==> src/hdl/tcc_pkg.sv <==
`default_nettype none
// ----------------------------------------------------------------------------
// tcc_pkg
// Shared types and constants for the text console cursor writer.
// ----------------------------------------------------------------------------
package tcc_pkg;

  // Nametable geometry; cell count is a power of two between 4096 and 16384
  localparam int unsigned NT_CELLS     = 16384;
  localparam int unsigned NT_IDX_W     = 14;
  localparam logic [NT_IDX_W-1:0] NT_IDX_MASK = NT_IDX_W'(NT_CELLS - 1);

  localparam int unsigned COL_W  = 6;
  localparam int unsigned ROW_W  = 8;
  localparam int unsigned CHAR_W = 8;
  localparam int unsigned VAL_W  = 16;

  // Item kinds carried on the input tuser
  localparam logic FUNC_PUT = 1'b0;
  localparam logic FUNC_SET = 1'b1;

  // Character codes and cursor limits
  localparam logic [CHAR_W-1:0] CH_TAB       = 8'd9;
  localparam logic [CHAR_W-1:0] CH_LF        = 8'd10;
  localparam logic [CHAR_W-1:0] CH_LAST_CTRL = 8'd31;
  localparam logic [COL_W-1:0]  COL_ADV_MAX  = 6'd61;
  localparam logic [ROW_W-1:0]  ROW_BUMP_MAX = 8'd46;
  localparam logic [VAL_W-1:0]  CELL_MARK    = 16'h8000;

  // One input item
  typedef struct packed {
    logic              func;
    logic [CHAR_W-1:0] char_byte;
    logic [COL_W-1:0]  cursor_column;
    logic [ROW_W-1:0]  cursor_row;
  } tcc_item_t;

  // One result item
  typedef struct packed {
    logic                cell_written;
    logic [NT_IDX_W-1:0] cell_index;
    logic [VAL_W-1:0]    cell_value;
  } tcc_result_t;

endpackage : tcc_pkg
`default_nettype wire

==> src/hdl/tcc_cursor_core.sv <==
`default_nettype none
// ----------------------------------------------------------------------------
// tcc_cursor_core
// Cursor state (saved column, column, row) and the cell computation for one
// item. State moves on step; the result is combinational from item and state.
// ----------------------------------------------------------------------------
module tcc_cursor_core (
  input  wire logic                 clk,
  input  wire logic                 rst,
  input  wire logic                 step,
  input  wire tcc_pkg::tcc_item_t   item,
  input  wire logic [15:0]          attribute,
  output tcc_pkg::tcc_result_t      result
);
  import tcc_pkg::*;

  logic [COL_W-1:0] saved_column, saved_column_next;
  logic [COL_W-1:0] current_column, current_column_next;
  logic [ROW_W-1:0] current_row, current_row_next;

  logic [ROW_W-1:0] row_bumped;
  logic [COL_W:0]   tab_pos;

  // Row increment saturating at the last text row
  assign row_bumped = (current_row <= ROW_BUMP_MAX) ? current_row + ROW_W'(1) : current_row;
  // Next tab stop, one bit wider so column 56..63 shows as past the limit
  assign tab_pos    = ({1'b0, current_column} + (COL_W+1)'(8)) & ~(COL_W+1)'(7);

  // Next cursor state and result
  always_comb begin
    saved_column_next   = saved_column;
    current_column_next = current_column;
    current_row_next    = current_row;
    result              = '0;
    if (item.func == FUNC_SET) begin
      saved_column_next   = item.cursor_column;
      current_column_next = item.cursor_column;
      current_row_next    = item.cursor_row;
    end else if (item.char_byte <= CH_LAST_CTRL) begin
      if (item.char_byte == CH_TAB) begin
        if (tab_pos > {1'b0, COL_ADV_MAX}) begin
          current_column_next = '0;
          current_row_next    = row_bumped;
        end else begin
          current_column_next = tab_pos[COL_W-1:0];
        end
      end else if (item.char_byte == CH_LF) begin
        current_column_next = saved_column;
        current_row_next    = row_bumped;
      end
    end else begin
      result.cell_written = 1'b1;
      result.cell_index   = {current_row, current_column} & NT_IDX_MASK;
      result.cell_value   = {{(VAL_W-CHAR_W){1'b0}}, item.char_byte} | attribute | CELL_MARK;
      if (current_column <= COL_ADV_MAX) begin
        current_column_next = current_column + COL_W'(1);
      end
    end
  end

  // Cursor registers
  always_ff @(posedge clk) begin
    if (rst) begin
      saved_column   <= '0;
      current_column <= '0;
      current_row    <= '0;
    end else if (step) begin
      saved_column   <= saved_column_next;
      current_column <= current_column_next;
      current_row    <= current_row_next;
    end
  end

endmodule : tcc_cursor_core
`default_nettype wire

==> src/hdl/text_console_cursor_writer.sv <==
`default_nettype none
// ----------------------------------------------------------------------------
// text_console_cursor_writer
// Character console cursor engine: set cursor items and character bytes in,
// one nametable cell result out for every item.
// ----------------------------------------------------------------------------
// Channel   Dir  Handshake               Contents
// s_axis    in   s_axis_tvalid/tready    one item: set cursor or character
// m_axis    out  m_axis_tvalid/tready    one result item per input item
// cfg       in   cfg_valid/cfg_ready     glyph attribute word
//
// One item per cycle sustained while m_axis_tready stays high; each item passes
// the input register, then the result register; the cursor steps between them.
// Synchronous active-high rst clears cursor, attribute and both valid flags.
// A stalled output holds its result; the input register still takes an
// item while empty, or while the result register is free or being emptied in
// the same cycle. cfg_ready is always high.
// ----------------------------------------------------------------------------
module text_console_cursor_writer (
  input  wire logic        clk,
  input  wire logic        rst,
  input  wire logic        s_axis_tvalid,
  output      logic        s_axis_tready,
  input  wire logic [23:0] s_axis_tdata,  // char_byte[7:0], cursor_column[13:8],
                                          // cursor_row[21:14], zero pad [23:22]
  input  wire logic [0:0]  s_axis_tuser,  // func[0]
  output      logic        m_axis_tvalid,
  input  wire logic        m_axis_tready,
  output      logic [31:0] m_axis_tdata,  // cell_index[13:0], cell_value[29:14],
                                          // zero pad [31:30]
  output      logic [0:0]  m_axis_tuser,  // cell_written[0]
  input  wire logic        cfg_valid,
  output      logic        cfg_ready,
  input  wire logic [15:0] cfg_data
);
  import tcc_pkg::*;

  logic        in_valid;
  tcc_item_t   in_item;
  logic        out_valid;
  tcc_result_t out_result;
  tcc_result_t core_result;
  logic [15:0] glyph_attribute;
  logic        out_free;
  logic        advance;

  assign out_free      = !out_valid || m_axis_tready;
  assign advance       = in_valid && out_free;
  assign s_axis_tready = !in_valid || advance;
  assign cfg_ready     = 1'b1;

  // Attribute register
  always_ff @(posedge clk) begin
    if (rst) begin
      glyph_attribute <= '0;
    end else if (cfg_valid) begin
      glyph_attribute <= cfg_data;
    end
  end

  // Input register
  always_ff @(posedge clk) begin
    if (rst) begin
      in_valid <= 1'b0;
    end else if (s_axis_tready) begin
      in_valid <= s_axis_tvalid;
    end
  end

  always_ff @(posedge clk) begin
    if (s_axis_tready && s_axis_tvalid) begin
      in_item.func          <= s_axis_tuser[0];
      in_item.char_byte     <= s_axis_tdata[7:0];
      in_item.cursor_column <= s_axis_tdata[13:8];
      in_item.cursor_row    <= s_axis_tdata[21:14];
    end
  end

  tcc_cursor_core u_core (
    .clk       (clk),
    .rst       (rst),
    .step      (advance),
    .item      (in_item),
    .attribute (glyph_attribute),
    .result    (core_result)
  );

  // Result register
  always_ff @(posedge clk) begin
    if (rst) begin
      out_valid <= 1'b0;
    end else if (out_free) begin
      out_valid <= in_valid;
    end
  end

  always_ff @(posedge clk) begin
    if (advance) begin
      out_result <= core_result;
    end
  end

  assign m_axis_tvalid = out_valid;
  assign m_axis_tuser  = out_result.cell_written;
  assign m_axis_tdata  = {2'b00, out_result.cell_value, out_result.cell_index};

endmodule : text_console_cursor_writer
`default_nettype wire
==> config.mk <==
export PLATFORM = sky130hd
export DESIGN_NAME = text_console_cursor_writer
export DESIGN_NICKNAME = d
export VERILOG_FILES = /design/src/hdl/tcc_pkg.sv /design/src/hdl/tcc_cursor_core.sv /design/src/hdl/text_console_cursor_writer.sv
export SDC_FILE = /design/constraint.sdc
export NUM_CORES = 1
export LEC_CHECK = 0
export ABC_AREA = 1
export BUFFER_PORTS_ARGS = -buffer_cell sky130_fd_sc_hd__buf_2
export CAP_MARGIN = 10
export CORE_MARGIN = 3
export CORE_UTILIZATION = 49
export CTS_CLUSTER_SIZE = 14
export DETAILED_ROUTE_END_ITERATION = 10
export PLACE_DENSITY = 0.71
export SLEW_MARGIN = 20
export SYNTH_ARGS = -nofsm -noshare
export SYNTH_HDL_FRONTEND = slang
export SYNTH_SLANG_ARGS = --single-unit
==> constraint.sdc <==
create_clock -name clk -period 1.66 [get_ports clk]
set_input_delay 0.332 -clock clk [delete_from_list [all_inputs] [get_ports clk]]
set_output_delay 0.332 -clock clk [all_outputs]
set_load 0.02 [all_outputs]
==> impl_results.md, run 1 <==
* Status: finished, final reports clean
* Rows at 32
* Fin. Hold Viols at 0
* Die area at 0.00941 mm²
* Clock Path Buffers at 2
* Top-area cell type share of the netlist area at 0.392
* Clk sinks at 90
* Yosys top cell by area: edfxtp_1
* Post-DRT Antenna Nets at 0
* Met1 GRT Util at 0.238
* Die width at 97 µm
* Worst Skew at 11.7 ps
* CP most frequent cell: nand2_4
* Peak supply drop at 0.384 mV
* Yosys cell types at 39
* Detailed Place HPWL at 5790 µm
* Global-route wire length before repair at between 10,000 and 15,000 µm
* FMAX at 0.639 GHz
* CP cell instances: nor2_4 > nand2_4 > nand2_4 > nand2_4 > nand2_4 > inv_2 > nor2_8 > nor2_2 > nor2_1 > nor2_1
* Iter 0 DRT Violations at 136
* Met2 usage in global routing at 0.279
* Vias/cell at 4.87
* Reg clk slew, reported paths at 90 ps
* Hold/Removal Path Class: input port to flip-flop
* Die H at just under 100 µm
* Largest cells by area after synthesis: edfxtp_1 39%, dfxtp_1 18%, nor2_1 7.6%
* RSZ-0062 raised after global routing: false
* H-tree levels at 3
* Worst path top cell family by delay: simple AND/OR/NAND/NOR gates
* Ys Warns at 0
* Nets@finish at 565
* Setup violations, final at 0
* Startpoint types: flip-flop
* Starting Density at 0.514
* Fin. max-slew vios at 0
* Final Core Density at 0.599
* Final instance area at around 0.0047 mm²
* Cells after Synth at 433
* P&R area growth vs syn at 16.4%
* Ant diodes at 0
* Via count at 3,021
* Setup CP Type: flip-flop to flip-flop
* Max-cap violations at 0
* CP max stage delay at 440 ps
* CP bufs+invs at 1
* Cts bufs inserted at 9
* DRC errors left at 0
* Total GRT Usage at 0.178
* Register area share after synthesis at 0.575
* GR peak layer: met2
* WP data arrival at 1800 ps
* Drt wl/cell at 12.7 µm
* Initial antenna violation count at 0
* Met3 usage at 0.0454
* Gr ovfl total at 0
* Critical Path RT at 1890 ps
* Top Ports at slightly above 80
* CP Max Fanout at 6
* Hold buffer count at CTS at 0
* Setup Buffers After CTS at 0
* Vias in the first global route at roughly 2,900
* Post-CTS Resized at 0
* Leak at 2.01 nW
* DRT Pass-1 Iters at 4
* Mapped Avg Cell Area at around 9.4 µm²
* Clk_lat worst skew at 360 ps
* Largest net degree at the start of global routing at 24
* Synth Register Bits at 90
* CP endpoint kind: flip-flop
* Post-layout min period at 1570 ps
* Mapped cell area at 0.00406 mm²
* CTS tree: done
* Filler cells at 729
* Period Utilization, post-route at 0.943
* Routability cong. at 0.866
* Slowest cell on the critical path: edfxtp_1
* Placeable Area at 0.00789 mm²
* CTS Root Cell: clkbuf_8
* IO Port Bufs at 75
* Post-Route WL at between 7000 and 8000 µm
* Total power draw at 4.33 mW
* Post-place instance area at around 0.0046 mm²
* TNS Setup at 0 ps
* Pwr per Cell Area at 917 mW/mm²
* Layout cells sized above 1 at 0.259
[per-stage QoR]
stage / worst slack [ps] / hold WS, ps / std cells
2_1_floorplan: 70.1 / 411 / 434
3_3_place_gp: 137 / 436 / 604
3_5_place_dp: 133 / 442 / 604
4_1_cts: 91.8 / 126 / 620
5_1_grt: 0.551 / 115 / 620
6_report: 94.4 / 142 / 620
[per-layer routing]
metal,up-vias,part of all wire
li1,1556,-
met1,1375,0.46
met2,80,0.46
met3,10,0.066
met4,0,0.014
met5,-,0
[cells in the mapped netlist]
cell type and count:
o2111ai_1 1, nand4_1 3, nor2_8 2, or2_1 1, nand3_4 1, o21ai_4 2, or2_2 1, edfxtp_1 53
buf_2 5, xor2_1 3, xnor2_1 2, nor3_2 2, clkbuf_1 5, inv_1 43, a22oi_1 1, nand2_4 5
nor2_4 5, conb_1 2, nor2_2 3, buf_4 4, nand3_2 2, clkinv_4 1, nand2_2 3, a221oi_1 1
nand3_1 20, nor3_1 2, inv_2 6, clkbuf_2 2, clkinv_2 1, ha_1 6, nor2_1 82, o21ai_1 5
clkinv_1 1, nand2_8 1, o21ai_0 27, a21oi_1 23, nand2_1 68, dfxtp_1 37, a21oi_2 1
[cell type report]
| cell class | instances | area [µm²] | area share |
|---|---|---|---|
| Multi-Input combinational cell | 276 | 1440 | 0.306 |
| Clock inverter | 7 | 36.3 | 0.00768 |
| Tap cell | 102 | 128 | 0.0270 |
| Timing Repair Buffer | 84 | 455 | 0.0964 |
| Sequential cell | 90 | 2330 | 0.494 |
| Inverter | 52 | 204 | 0.0432 |
| Clock buffer | 9 | 124 | 0.0262 |
[cells by family after synthesis]
kind of cell | Yosys count | share of synthesized area
AOI/OAI and AO/OA | 61 | 0.0842
xor gates and xnor gates | 5 | 0.0108
adders and majority gates | 6 | 0.0185
buffers and inverters | 68 | 0.0703
DFF | 90 | 0.575
other | 2 | 0.00185
and+or+nand+nor | 201 | 0.240
[flip-flops by register name, indices dropped and copies added, names as in the netlist]
register               count
in_valid                   1
in_item                   23
m_axis_tvalid              1
glyph_attribute           15
m_axis_tuser               1
m_axis_tdata              29
u_core.saved_column        6
u_core.current_row         8
u_core.current_column      6
[worst reg2reg max path, cell delays in order (launching register included)]
cell      delay [ps]
edfxtp_1         440
nor2_4           200
nand2_4          110
nand2_4          100
nand2_4           80
nand2_4           90
inv_2             60
nor2_8           160
nor2_2            50
nor2_1           100
nor2_1            50
[power breakdown]
group	internal [mW]	switching, mW
registers	2.49	0.0625
logic	0.185	0.333
clock network	0.523	0.734
total	3.20	1.13
[worst paths after layout]
check	start	to	slack, ps	cells past startpoint
worst max-delay path	in_item[21]	u_core.current_column[5]	90	10
worst min-delay path	s_axis_tdata[11]	in_item[11]	140	1
worst max register to register	in_item[21]	u_core.current_column[5]	90	10
worst min register to register	u_core.saved_column[5]	u_core.saved_column[5]	450	2
[placed cells by master (no fill, tap or decap), drive strengths merged]
master    netlist  final
a22oi           1      1
conb            2      3
clkinvlp        0      2
nor2           92     92
xnor2           2      2
dfxtp          37     37
nand4           3      3
edfxtp         53     53
a21oi          24     24
a221oi          1      1
o21ai          34     34
buf             9     84
ha              6      6
clkinv          3      8
inv            49     49
nor3            4      4
clkbuf          7      9
xor2            3      3
nand2          77     77
nand3          23     23
o2111ai         1      1
or2             2      2
No activity file was read; power rests on OpenSTA's default activity.
==> run 2, diff against run 1 <==
- CAP_MARGIN: 10 -> not set
- CORE_UTILIZATION: 49 -> 50
- PLACE_DENSITY: 0.71 -> 0.72
- SYNTH_HIERARCHICAL: not set -> 1
==> impl_results.md, run 2 <==
* Starting Density at 0.521 (was 0.514)
* Gr ovfl total at 0 (unchanged)
* Place WS at 71.1 ps (was 133 ps)
* Layout cells sized above 1 at 0.300 (was 0.259)
* Period Utilization, post-route at 0.917 (was 0.943)
* CP Max Fanout at 7 (was 6)
* Reg clk slew, reported paths at 100 ps (was 90 ps)
* Top Ports at 82 (unchanged)
* Hold buffer count at CTS at 0 (unchanged)
* Nets@finish at 577 (was 565)
* Peak supply drop at 0.676 mV (was 0.384 mV)
* Clk sinks at 91 (was 90)
* Rows at 32 (unchanged)
* Iter 0 DRT Violations at 168 (was 136)
* Final Core Density at 0.619 (was 0.599)
* Worst Skew at 12.3 ps (was 11.7 ps)
* Detailed Place HPWL at 5740 µm (was 5790 µm)
* Filler cells at 683 (was 729)
* Placeable Area at 0.00785 mm² (was 0.00789 mm²)
* Status: finished, final reports clean (unchanged)
* Placed Cells at 609 (was 604)
* DRT Pass-1 Iters at 4 (unchanged)
* Setup CP Type: flip-flop to flip-flop (unchanged)
* Pwr per Cell Area at 972 mW/mm² (was 917 mW/mm²)
* Max reg flops at 30 (was 29)
* Setup violations, final at 0 (unchanged)
* H-tree levels at 3 (unchanged)
* Fin. max-slew vios at 0 (unchanged)
* Initial antenna violation count at 0 (unchanged)
* Setup ws final at 137 ps (was 94.4 ps)
* Most frequent cells in the layout: 82 x nand2_1, 80 x nor2_1, 75 x buf_2 (was 82 x nor2_1, 75 x buf_2, 68 x nand2_1)
* Vias/cell at 4.81 (was 4.87)
* Hold/Removal Path Class: input port to flip-flop (unchanged)
* Die width at 96.5 µm (was 97 µm)
* Routability cong. at 0.901 (was 0.866)
* Fin Hold WS at 140 ps (was 142 ps)
* Startpoint types: flip-flop (unchanged)
* IO Port Bufs at 75 (unchanged)
* Global-route wire length before repair at 13,000 µm (was 13,600 µm)
* Mapped cell area at 0.00409 mm² (was 0.00406 mm²)
* WP data arrival at 1780 ps (was 1800 ps)
* Ant diodes at 0 (unchanged)
* Total GRT Usage at 0.182 (was 0.178)
* Commonest non-fill, non-tap cell in the layout: nand2_1 (was nor2_1)
* Mapped Avg Cell Area at 9.32 µm² (was 9.37 µm²)
* Vias in the first global route at 2,992 (was 2,900)
* Clk_lat worst skew at 360 ps (about the same)
* Post-layout min period at 1520 ps (was 1570 ps)
* P&R area growth vs syn at 18.7% (was 16.4%)
* Critical Path RT at 1910 ps (was 1890 ps)
* FMAX at 0.657 GHz (was 0.639 GHz)
* Max-cap violations at 0 (unchanged)
* Die area at 0.00930 mm² (was 0.00941 mm²)
* Largest net degree at the start of global routing at 18 (was 24)
* Clock Path Buffers at 2 (unchanged)
* Cells after Synth at 439 (was 433)
* Total power draw at 4.72 mW (was 4.33 mW)
* RSZ-0062 raised after global routing: false (unchanged)
* CTS tree: done (unchanged)
* DRC errors left at 0 (unchanged)
* Fin. Hold Viols at 0 (unchanged)
* CP endpoint kind: flip-flop (unchanged)
* Drt wl/cell at 12.4 µm (was 12.7 µm)
* Via count at 3,041 (was 3,021)
* Non-filler cells, final at 632 (was 620)
* Leak at 2.13 nW (was 2.01 nW)
* Ys Warns at 6 (was 0)
* CTS Root Cell: clkbuf_8 (unchanged)
* Post-DRT Antenna Nets at 0 (unchanged)
* Post-Route WL at 7820 µm (was 7880 µm)
* Cts bufs inserted at 9 (unchanged)
* Die H at 96.5 µm (was 97 µm)
==> run 2: per-stage QoR <==
stage	cell area [µm²]	TNS [ps]
final	4860	0
after CTS	4780	0
after global routing	4860	0
after global placement	4560	0
after floorplan	4110	-47.6
after detailed placement	4560	0
==> run 2: where the power goes <==
part           total [mW]  switching [mW]  internal (mW)
Combinational       0.496           0.312          0.184
Clock                1.65           0.789          0.861
Sequential           2.58          0.0654           2.51
==> run 2: final timing paths <==
kind	start	to	slack, ps	cells past startpoint
min reg2reg	glyph_attribute[10]	glyph_attribute[10]	470	2
max	in_item[19]	u_core/current_column[2]	140	10
max reg2reg	in_item[19]	u_core/current_column[2]	140	10
min	s_axis_tdata[1]	in_item[15]	140	1
==> run 2: cell type report <==
cell class                      count  area (µm²)  share of cell area
Tap cell                          102         128              0.0263
Timing Repair Buffer               92         503               0.104
Clock inverter                      7         100              0.0206
Clock buffer                        9         124              0.0255
Inverter                           54         220              0.0453
Multi-Input combinational cell    277        1420               0.291
Sequential cell                    91        2370               0.488
==> run 2: what timing repair did <==
action                                  4_1_cts  5_1_grt
endpoints found under the setup margin        0       14
setup buffers                                 0        7
gates resized for setup                       0        6
==> run 2: routing by layer <==
layer | track usage | vias to the layer above | part of all wire
met5 | 0 | - | 0
met4 | 0.0701 | 0 | 0.015
met3 | 0.0426 | 8 | 0.063
met2 | 0.308 | 80 | 0.49
met1 | 0.226 | 1380 | 0.43
li1 | - | 1573 | -
==> run 2: critical path: stages, from the launching register on <==
cell	delay (ps)
edfxtp_1	430
inv_2	80
nand2_1	80
nor2_4	180
nand2_2	80
nand2_1	110
nor2_4	60
nor2_8	140
inv_4	70
nor2_1	120
nor2_1	60
